`config.mk`:
```
export PLATFORM = sky130hd
export DESIGN_NAME = mpeg_coefficient_dequantiser
export DESIGN_NICKNAME = d
export VERILOG_FILES = /design/src/design/mcd_pkg.sv /design/src/design/mpeg_coefficient_dequantiser.sv
export VERILOG_INCLUDE_DIRS = /design/src /design/src/design
export SDC_FILE = /design/constraint.sdc
export NUM_CORES = 2
export LEC_CHECK = 0
export BUFFER_PORTS_ARGS = -buffer_cell sky130_fd_sc_hd__buf_2
export CORE_MARGIN = 2
export CORE_UTILIZATION = 60
export DETAILED_ROUTE_END_ITERATION = 7
export GPL_TIMING_DRIVEN = 0
export PLACE_DENSITY = 0.76
export SYNTH_ARGS = -nofsm -noshare
export SYNTH_HDL_FRONTEND = slang
export SYNTH_SLANG_ARGS = --single-unit
export TNS_END_PERCENT = 30
```
`constraint.sdc`:
```
create_clock -name clk -period 12.07 [get_ports clk]
set_input_delay 2.414 -clock clk [delete_from_list [all_inputs] [get_ports clk]]
set_output_delay 2.414 -clock clk [all_outputs]
set_load 0.05 [all_outputs]
```
`src/design/assert_macros.svh`:
```
// Assertion macros used by the dequantiser design.
`ifndef ASSERT_MACROS_SVH
`define ASSERT_MACROS_SVH

`ifndef SYNTHESIS

// Implication checked at every clock edge outside reset.
`define MCD_ASSERT_IMPL(label, clk, rst_n, ante, cons) \
  label: assert property (@(posedge clk) disable iff (!rst_n) (ante) |-> (cons)) \
    else $error("assertion failed");

// Implication whose consequent is checked with the non-overlapping operator |=>.
`define MCD_ASSERT_NEXT(label, clk, rst_n, ante, cons) \
  label: assert property (@(posedge clk) disable iff (!rst_n) (ante) |=> (cons)) \
    else $error("assertion failed");

`else

`define MCD_ASSERT_IMPL(label, clk, rst_n, ante, cons)
`define MCD_ASSERT_NEXT(label, clk, rst_n, ante, cons)

`endif

`endif

```
`src/design/mcd_pkg.sv`:
```
// Shared codes, constants and tables of the coefficient dequantiser.
package mcd_pkg;

  localparam logic [1:0] MODE_DEQUANT      = 2'd0;
  localparam logic [1:0] MODE_LOAD_INTRA   = 2'd1;
  localparam logic [1:0] MODE_LOAD_NONINTRA = 2'd2;

  localparam logic REG_DC_PRECISION    = 1'b0;
  localparam logic REG_NONLINEAR_SCALE = 1'b1;

  localparam int unsigned MatDepth = 64;
  localparam int unsigned AddrW    = $clog2(MatDepth);

  localparam logic signed [24:0] ValueMax = 25'sd2047;
  localparam logic signed [24:0] ValueMin = -25'sd2048;

  // MPEG-2 non-linear quantiser scale.
  function automatic logic [6:0] nonlinear_q(input logic [4:0] code);
    logic [6:0] q;
    unique case (code)
      5'd0:  q = 7'd0;
      5'd1:  q = 7'd1;
      5'd2:  q = 7'd2;
      5'd3:  q = 7'd3;
      5'd4:  q = 7'd4;
      5'd5:  q = 7'd5;
      5'd6:  q = 7'd6;
      5'd7:  q = 7'd7;
      5'd8:  q = 7'd8;
      5'd9:  q = 7'd10;
      5'd10: q = 7'd12;
      5'd11: q = 7'd14;
      5'd12: q = 7'd16;
      5'd13: q = 7'd18;
      5'd14: q = 7'd20;
      5'd15: q = 7'd22;
      5'd16: q = 7'd24;
      5'd17: q = 7'd28;
      5'd18: q = 7'd32;
      5'd19: q = 7'd36;
      5'd20: q = 7'd40;
      5'd21: q = 7'd44;
      5'd22: q = 7'd48;
      5'd23: q = 7'd52;
      5'd24: q = 7'd56;
      5'd25: q = 7'd64;
      5'd26: q = 7'd72;
      5'd27: q = 7'd80;
      5'd28: q = 7'd88;
      5'd29: q = 7'd96;
      5'd30: q = 7'd104;
      5'd31: q = 7'd112;
      default: q = 7'd0;
    endcase
    return q;
  endfunction

endpackage

```
`src/design/mpeg_coefficient_dequantiser.sv`:
```
// Five-stage pipelined MPEG-2 coefficient dequantiser with weight matrices.
//
//   Channel  Direction  Handshake          Payload
//   in_      input      in_valid/in_stall  mode, position, coefficient, intra, scale_code, weight
//   out_     output     out_valid/out_stall position_out, value
//   cfg_     input      cfg_valid/cfg_ready index, wdata (dc_precision, nonlinear_scale)
//
// One item enters per cycle while in_stall is low. A dequantise item shows its result in the
// output register; load items and the unused mode give no result and only occupy a slot.
// The pipeline moves as one: while the output register holds an item that is stalled,
// every stage holds and in_stall is raised, so nothing is lost or repeated.
// Reset clears the valid bits and the configuration registers; the weight matrices
// hold whatever they held until they are loaded.
`include "assert_macros.svh"

module mpeg_coefficient_dequantiser
  import mcd_pkg::*;
(
  input  logic                     clk,
  input  logic                     rst_n,
  // Input items.
  input  logic                     in_valid,
  output logic                     in_stall,
  input  logic [1:0]               in_mode,
  input  logic [5:0]               in_position,
  input  logic signed [11:0]       in_coefficient,
  input  logic                     in_intra,
  input  logic [4:0]               in_scale_code,
  input  logic [7:0]               in_weight,
  // Result items.
  output logic                     out_valid,
  input  logic                     out_stall,
  output logic [5:0]               out_position_out,
  output logic signed [11:0]       out_value,
  // Configuration writes.
  input  logic                     cfg_valid,
  output logic                     cfg_ready,
  input  logic                     cfg_index,
  input  logic [1:0]               cfg_wdata
);

  // Configuration registers.
  logic [1:0] dc_precision_r;
  logic       nonlinear_scale_r;

  assign cfg_ready = 1'b1;

  always_ff @(posedge clk) begin
    if (!rst_n) begin
      dc_precision_r    <= 2'd0;
      nonlinear_scale_r <= 1'b0;
    end else if (cfg_valid && cfg_ready) begin
      unique case (cfg_index)
        REG_DC_PRECISION:    dc_precision_r    <= cfg_wdata;
        REG_NONLINEAR_SCALE: nonlinear_scale_r <= cfg_wdata[0];
        default: ;
      endcase
    end
  end

  // The whole pipeline advances unless the output register holds a stalled item.
  logic adv;
  logic in_accept;

  assign adv       = !(out_valid && out_stall);
  assign in_stall  = !adv;
  assign in_accept = in_valid && adv;

  // Stage 1: weight matrix read, quantiser scale lookup.
  // The matrices are written at the edge that accepts a load item, so a dequantise
  // item that follows in the next cycle already reads the new weight.
  logic [7:0] intra_mem [MatDepth];
  logic [7:0] nonintra_mem [MatDepth];

  logic              v1_r;
  logic [7:0]        w1_r;
  logic [6:0]        q1_r;
  logic signed [11:0] c1_r;
  logic              intra1_r;
  logic              dc1_r;
  logic [5:0]        pos1_r;
  logic [6:0]        q_nxt;

  assign q_nxt = nonlinear_scale_r ? nonlinear_q(in_scale_code) : {1'b0, in_scale_code, 1'b0};

  always_ff @(posedge clk) begin
    if (in_accept && in_mode == MODE_LOAD_INTRA) begin
      intra_mem[in_position[AddrW-1:0]] <= in_weight;
    end
    if (in_accept && in_mode == MODE_LOAD_NONINTRA) begin
      nonintra_mem[in_position[AddrW-1:0]] <= in_weight;
    end
  end

  always_ff @(posedge clk) begin
    if (adv) begin
      w1_r     <= in_intra ? intra_mem[in_position[AddrW-1:0]]
                           : nonintra_mem[in_position[AddrW-1:0]];
      q1_r     <= q_nxt;
      c1_r     <= in_coefficient;
      intra1_r <= in_intra;
      dc1_r    <= in_intra && (in_position == 6'd0);
      pos1_r   <= in_position;
    end
  end

  // Stage 2: weight times scale, and the scaled level 2c (+ sign for non-intra).
  logic              v2_r;
  logic [14:0]       m2_r;
  logic signed [13:0] k2_r;
  logic signed [11:0] c2_r;
  logic              dc2_r;
  logic [5:0]        pos2_r;
  logic signed [13:0] k_nxt;
  logic signed [13:0] sgn;

  always_comb begin
    if (intra1_r || c1_r == 12'sd0) begin
      sgn = 14'sd0;
    end else if (c1_r[11]) begin
      sgn = -14'sd1;
    end else begin
      sgn = 14'sd1;
    end
    k_nxt = $signed({c1_r[11], c1_r, 1'b0}) + sgn;
  end

  always_ff @(posedge clk) begin
    if (adv) begin
      m2_r   <= {7'd0, w1_r} * {8'd0, q1_r};
      k2_r   <= k_nxt;
      c2_r   <= c1_r;
      dc2_r  <= dc1_r;
      pos2_r <= pos1_r;
    end
  end

  // Stage 3: full product.
  logic              v3_r;
  logic signed [29:0] p3_r;
  logic signed [11:0] c3_r;
  logic              dc3_r;
  logic [5:0]        pos3_r;

  always_ff @(posedge clk) begin
    if (adv) begin
      p3_r   <= k2_r * $signed({1'b0, m2_r});
      c3_r   <= c2_r;
      dc3_r  <= dc2_r;
      pos3_r <= pos2_r;
    end
  end

  // Stage 4: divide by 32 toward zero, make an even nonzero result odd toward zero,
  // or take the intra DC path, which only scales by a power of two.
  logic              v4_r;
  logic signed [24:0] r4_r;
  logic              dc4_r;
  logic [5:0]        pos4_r;
  logic signed [29:0] p_bias;
  logic signed [24:0] r_div;
  logic signed [24:0] r_odd;
  logic signed [24:0] r_dc;
  logic [1:0]        dc_shift;

  always_comb begin
    p_bias   = p3_r + (p3_r[29] ? 30'sd31 : 30'sd0);
    r_div    = p_bias[29:5];
    if (r_div != 25'sd0 && !r_div[0]) begin
      r_odd = r_div[24] ? r_div + 25'sd1 : r_div - 25'sd1;
    end else begin
      r_odd = r_div;
    end
    dc_shift = 2'd3 - dc_precision_r;
    r_dc     = $signed({{13{c3_r[11]}}, c3_r}) <<< dc_shift;
  end

  always_ff @(posedge clk) begin
    if (adv) begin
      r4_r   <= dc3_r ? r_dc : r_odd;
      dc4_r  <= dc3_r;
      pos4_r <= pos3_r;
    end
  end

  // Stage 5: saturate into the output register.
  logic              out_valid_r;
  logic signed [11:0] out_value_r;
  logic [5:0]        out_pos_r;

  always_ff @(posedge clk) begin
    if (adv) begin
      if (r4_r > ValueMax) begin
        out_value_r <= 12'sd2047;
      end else if (r4_r < ValueMin) begin
        out_value_r <= -12'sd2048;
      end else begin
        out_value_r <= r4_r[11:0];
      end
      out_pos_r <= pos4_r;
    end
  end

  // Valid bits: only dequantise items carry a valid bit down the pipeline.
  always_ff @(posedge clk) begin
    if (!rst_n) begin
      v1_r        <= 1'b0;
      v2_r        <= 1'b0;
      v3_r        <= 1'b0;
      v4_r        <= 1'b0;
      out_valid_r <= 1'b0;
    end else if (adv) begin
      v1_r        <= in_accept && (in_mode == MODE_DEQUANT);
      v2_r        <= v1_r;
      v3_r        <= v2_r;
      v4_r        <= v3_r;
      out_valid_r <= v4_r;
    end
  end

  assign out_valid        = out_valid_r;
  assign out_value        = out_value_r;
  assign out_position_out = out_pos_r;

  // A load or unused-mode item never starts a result.
  `MCD_ASSERT_NEXT(a_load_no_result, clk, rst_n,
    in_accept && in_mode != MODE_DEQUANT, !v1_r)
  // Every non-DC result leaving the rounding stage is zero or odd.
  `MCD_ASSERT_IMPL(a_odd_result, clk, rst_n,
    v4_r && !dc4_r && r4_r != 25'sd0, r4_r[0])
  // While the pipeline is held, no stage gains or drops an item.
  `MCD_ASSERT_NEXT(a_hold_valids, clk, rst_n,
    !adv, $stable({v1_r, v2_r, v3_r, v4_r, out_valid_r}))

endmodule

```
==> Implementation_results.wiki <==
{| class="wikitable"
! Metric !! Value
|-
| Starting DRC count in detailed routing || 6595
|-
| Post-synthesis instance total || 3853
|-
| Remaining global-route overflow || 0
|-
| # placed instances || 5168
|-
| Worst-Skew Late Latency || 760 ps
|-
| Area delta synth->final || 10.72%
|-
| Buffer type at the clock tree root || sky130_fd_sc_hd__clkbuf_16
|-
| Number of global-route vias before repair || 35740
|-
| Number of warnings issued by yosys || 0
|-
| CTS buffer count || 114
|-
| Total setup violations reported at the end of the flow || 0
|-
| Main flop type after synthesis || sky130_fd_sc_hd__edfxtp_1
|-
| Maximum frequency from static timing analysis || 107.4 MHz
|-
| Tot GR Track Use || 0.3782
|-
| Pins over their slew limit || 186
|-
| First-pass GRT wire length || 251200 um
|-
| Most numerous cell in the Yosys netlist || sky130_fd_sc_hd__edfxtp_1
|-
| Boundary pin count || 63
|-
| Routability cong. || 1.040
|-
| LEAKAGE || 21.50 nW
|-
| Die Span Y || 308.8 um
|-
| Final period utilization || 0.7712
|-
| Final hold slack || 417.9 ps
|-
| Core Box Area || 91800 sq um
|-
| Share of cells above drive strength 1 || 0.07088
|-
| Total power divided by cell area || 325.6 nW/um^2
|-
| Count of buffers inserted at the top-level ports || 60
|-
| Post-synth cell types || 86
|-
| Clock slew seen by the registers of the worst setup and hold paths || 70 ps
|-
| Post-Syn Area per Cell || 14.47 sq um
|-
| Failing checks || max-capacitance violations, max-slew violations
|-
| Maximum count of clock buffers along a single path || 3
|-
| Synthesized flop and latch total || 1213
|-
| Layout net count || 4453
|-
| Synth Cell Area || 55750 sq um
|-
| Max FO, Critical Path || 10
|-
| CTS tree || done
|-
| Floorplan row count || 111
|-
| Share of async-settable or async-resettable flops after synthesis || 0
|-
| Routed WL per cell || 33.39 um
|-
| Initial antenna violation count || 9
|-
| Top cell type by total area after synthesis || sky130_fd_sc_hd__edfxtp_1
|-
| Via Count || 37500
|-
| Cells resized by post-CTS repair || 0
|-
| Maximum number of pins on one net before global-route repair || 89
|-
| End-of-flow core utilization || 0.6724
|-
| Die width || 308.8 um
|-
| H-tree depth || 3
|-
| Unrepaired setup endpoints after global routing || false
|-
| IR drop worst, VDD || 1.112 mV
|-
| Count of final hold-check violations || 0
|-
| Proportion of netlist area held by the largest area contributor || 0.6491
|-
| Kind of start point of the critical path || primary input
|-
| Headroom to the max-slew limit || -0.07216
|-
| MaxCap Viol Count || 19
|-
| Number of enable flip-flop cells after synthesis || 1205
|-
| Die area || 95370 sq um
|-
| Fraction of the yosys area taken by sequential cells || 0.6520
|-
| Element type at the critical path end || flip-flop
|-
| Number of iterations in the first detailed-routing pass || 6
|-
| Per-cell via count in the routed design || 6.964
|-
| Total setup buffers inserted after CTS || 0
|-
| CP arrival || 9640 ps
|-
| Placed wire-length estimate || 117400 um
|-
| Final min period || 9309 ps
|-
| Fin cells || 5385
|-
| Biggest area contributors in the synthesized netlist || sky130_fd_sc_hd__edfxtp_1 65%, sky130_fd_sc_hd__fa_1 6.6%, sky130_fd_sc_hd__a22oi_1 4.9%, sky130_fd_sc_hd__ha_1 4.1%, sky130_fd_sc_hd__inv_1 1.7%
|-
| Pin slew with the least headroom to its limit || 1608 ps
|-
| List of most frequent post-synthesis cells || 1205 x sky130_fd_sc_hd__edfxtp_1, 367 x sky130_fd_sc_hd__a22oi_1, 249 x sky130_fd_sc_hd__inv_1
|-
| Remaining antenna violation count after routing || 0
|-
| CP Data Required Time || 12400 ps
|-
| Total of hold buffers inserted after clock tree synthesis || 0
|-
| Kind of path behind the tightest hold check || flip-flop to flip-flop
|-
| Clock skew || 46.06 ps
|-
| Synth Net Count || 4264
|-
| DRC violation count after routing || 0
|-
| Initial Utilization || 0.6073
|-
| Run status || finished with violations
|-
| Crit path kind || primary input to flip-flop
|-
| Final wirelength || 179800 um
|-
| # clock sinks || 1213
|}
[worst max-delay path, stage by stage]
cell	delay [ps]
sky130_fd_sc_hd__buf_2	100
sky130_fd_sc_hd__clkbuf_1	370
sky130_fd_sc_hd__nor3b_1	660
sky130_fd_sc_hd__clkbuf_1	1100
sky130_fd_sc_hd__buf_1	1140
sky130_fd_sc_hd__clkbuf_1	1080
sky130_fd_sc_hd__buf_1	910
sky130_fd_sc_hd__nand2_1	800
sky130_fd_sc_hd__nor2_1	1020
[final timing paths]
check / startpoint / cells past startpoint / to / slack (ps)
worst max-delay path: in_position[1] / 9 / intra_mem[18][2] / 2760
worst min-delay path: c2_r[1] / 0 / c3_r[1] / 420
worst max register to register: k2_r[2] / 22 / p3_r[26] / 5030
worst min register to register: c2_r[1] / 0 / c3_r[1] / 420
[metal layers]
layer / vias up / GRT usage / wire length (um)
met5: - / 0.002022 / 83
met4: 10 / 0.2273 / 13780
met3: 785 / 0.1593 / 28270
met2: 3214 / 0.5630 / 78390
met1: 18360 / 0.4626 / 59270
li1: 15140 / - / -
[report_power, final]
| part | internal (mW) | switching, mW |
|---|---|---|
| clock network | 2.03 | 1.63 |
| logic | 4.30 | 6.67 |
| registers | 5.30 | 0.179 |
| total | 11.6 | 8.47 |
[cell families (layout without fill, tap and decap cells)]
| logic type | after synthesis | after routing | share of synthesized area |
|---|---|---|---|
| muxes | 28 | 28 | 0.005342 |
| other | 1 | 9 | 0.00006727 |
| and+or+nand+nor | 805 | 805 | 0.07162 |
| adders and majority gates | 369 | 369 | 0.1077 |
| AOI/OAI and AO/OA | 906 | 906 | 0.1192 |
| xor gates and xnor gates | 83 | 83 | 0.01304 |
| buffers and inverters | 448 | 729 | 0.03100 |
| DFF | 1213 | 1213 | 0.6520 |
[cells in the final DEF (no fill, tap or decap), types with 29 or more instances in the layout]
cell and instances:
sky130_fd_sc_hd__and2_1 129, sky130_fd_sc_hd__ha_1 184, sky130_fd_sc_hd__edfxtp_1 1205, sky130_fd_sc_hd__a31oi_1 56
sky130_fd_sc_hd__xnor2_1 67, sky130_fd_sc_hd__buf_2 57, sky130_fd_sc_hd__fa_1 185, sky130_fd_sc_hd__clkbuf_1 154
sky130_fd_sc_hd__o21ai_0 68, sky130_fd_sc_hd__a221oi_1 77, sky130_fd_sc_hd__clkinv_1 29, sky130_fd_sc_hd__nor2_1 204
sky130_fd_sc_hd__a22o_1 78, sky130_fd_sc_hd__buf_1 44, sky130_fd_sc_hd__a21oi_1 100, sky130_fd_sc_hd__nand2_1 223
sky130_fd_sc_hd__nand4_1 82, sky130_fd_sc_hd__a22oi_1 367, sky130_fd_sc_hd__clkbuf_16 116, sky130_fd_sc_hd__inv_1 249
[cell type report]
| cell class | instances | area (sq um) |
|---|---|---|
| Clock inverter | 77 | 772.0 |
| Fill cell | 6349 | 30080 |
| Antenna cell | 8 | 20.02 |
| Inverter | 251 | 942.2 |
| Multi-Input combinational cell | 2192 | 17690 |
| Timing Repair Buffer | 73 | 626.9 |
| Buffer | 197 | 790.8 |
| Sequential cell | 1213 | 36340 |
| Tap cell | 1243 | 1555 |
| Clock buffer | 131 | 2979 |
[per-stage QoR]
step | setup TNS (ps) | power [mW] | area, sq um | worst slack, ps
2_1_floorplan | 0 | 12.95 | 55750 | 985.4
3_3_place_gp | -849040 | 16.15 | 57600 | -1813
3_5_place_dp | 0 | 16.47 | 57940 | 2790
4_1_cts | 0 | 20.09 | 61690 | 3517
5_1_grt | 0 | 21.36 | 61700 | 3028
6_report | 0 | 20.10 | 61720 | 2761
[registers in the layout (all words and copies together) (netlist names), 6 cells and up]
register and cells:
pos4_r 6, c3_r 12, k2_r 14, pos1_r 6, out_value 12, intra_mem 512
out_position_out 6, q1_r 7, p3_r 30, pos2_r 6, r4_r 25, c2_r 12
m2_r 15, pos3_r 6, w1_r 8, c1_r 12, nonintra_mem 512
(Power assumes the default switching activity.)
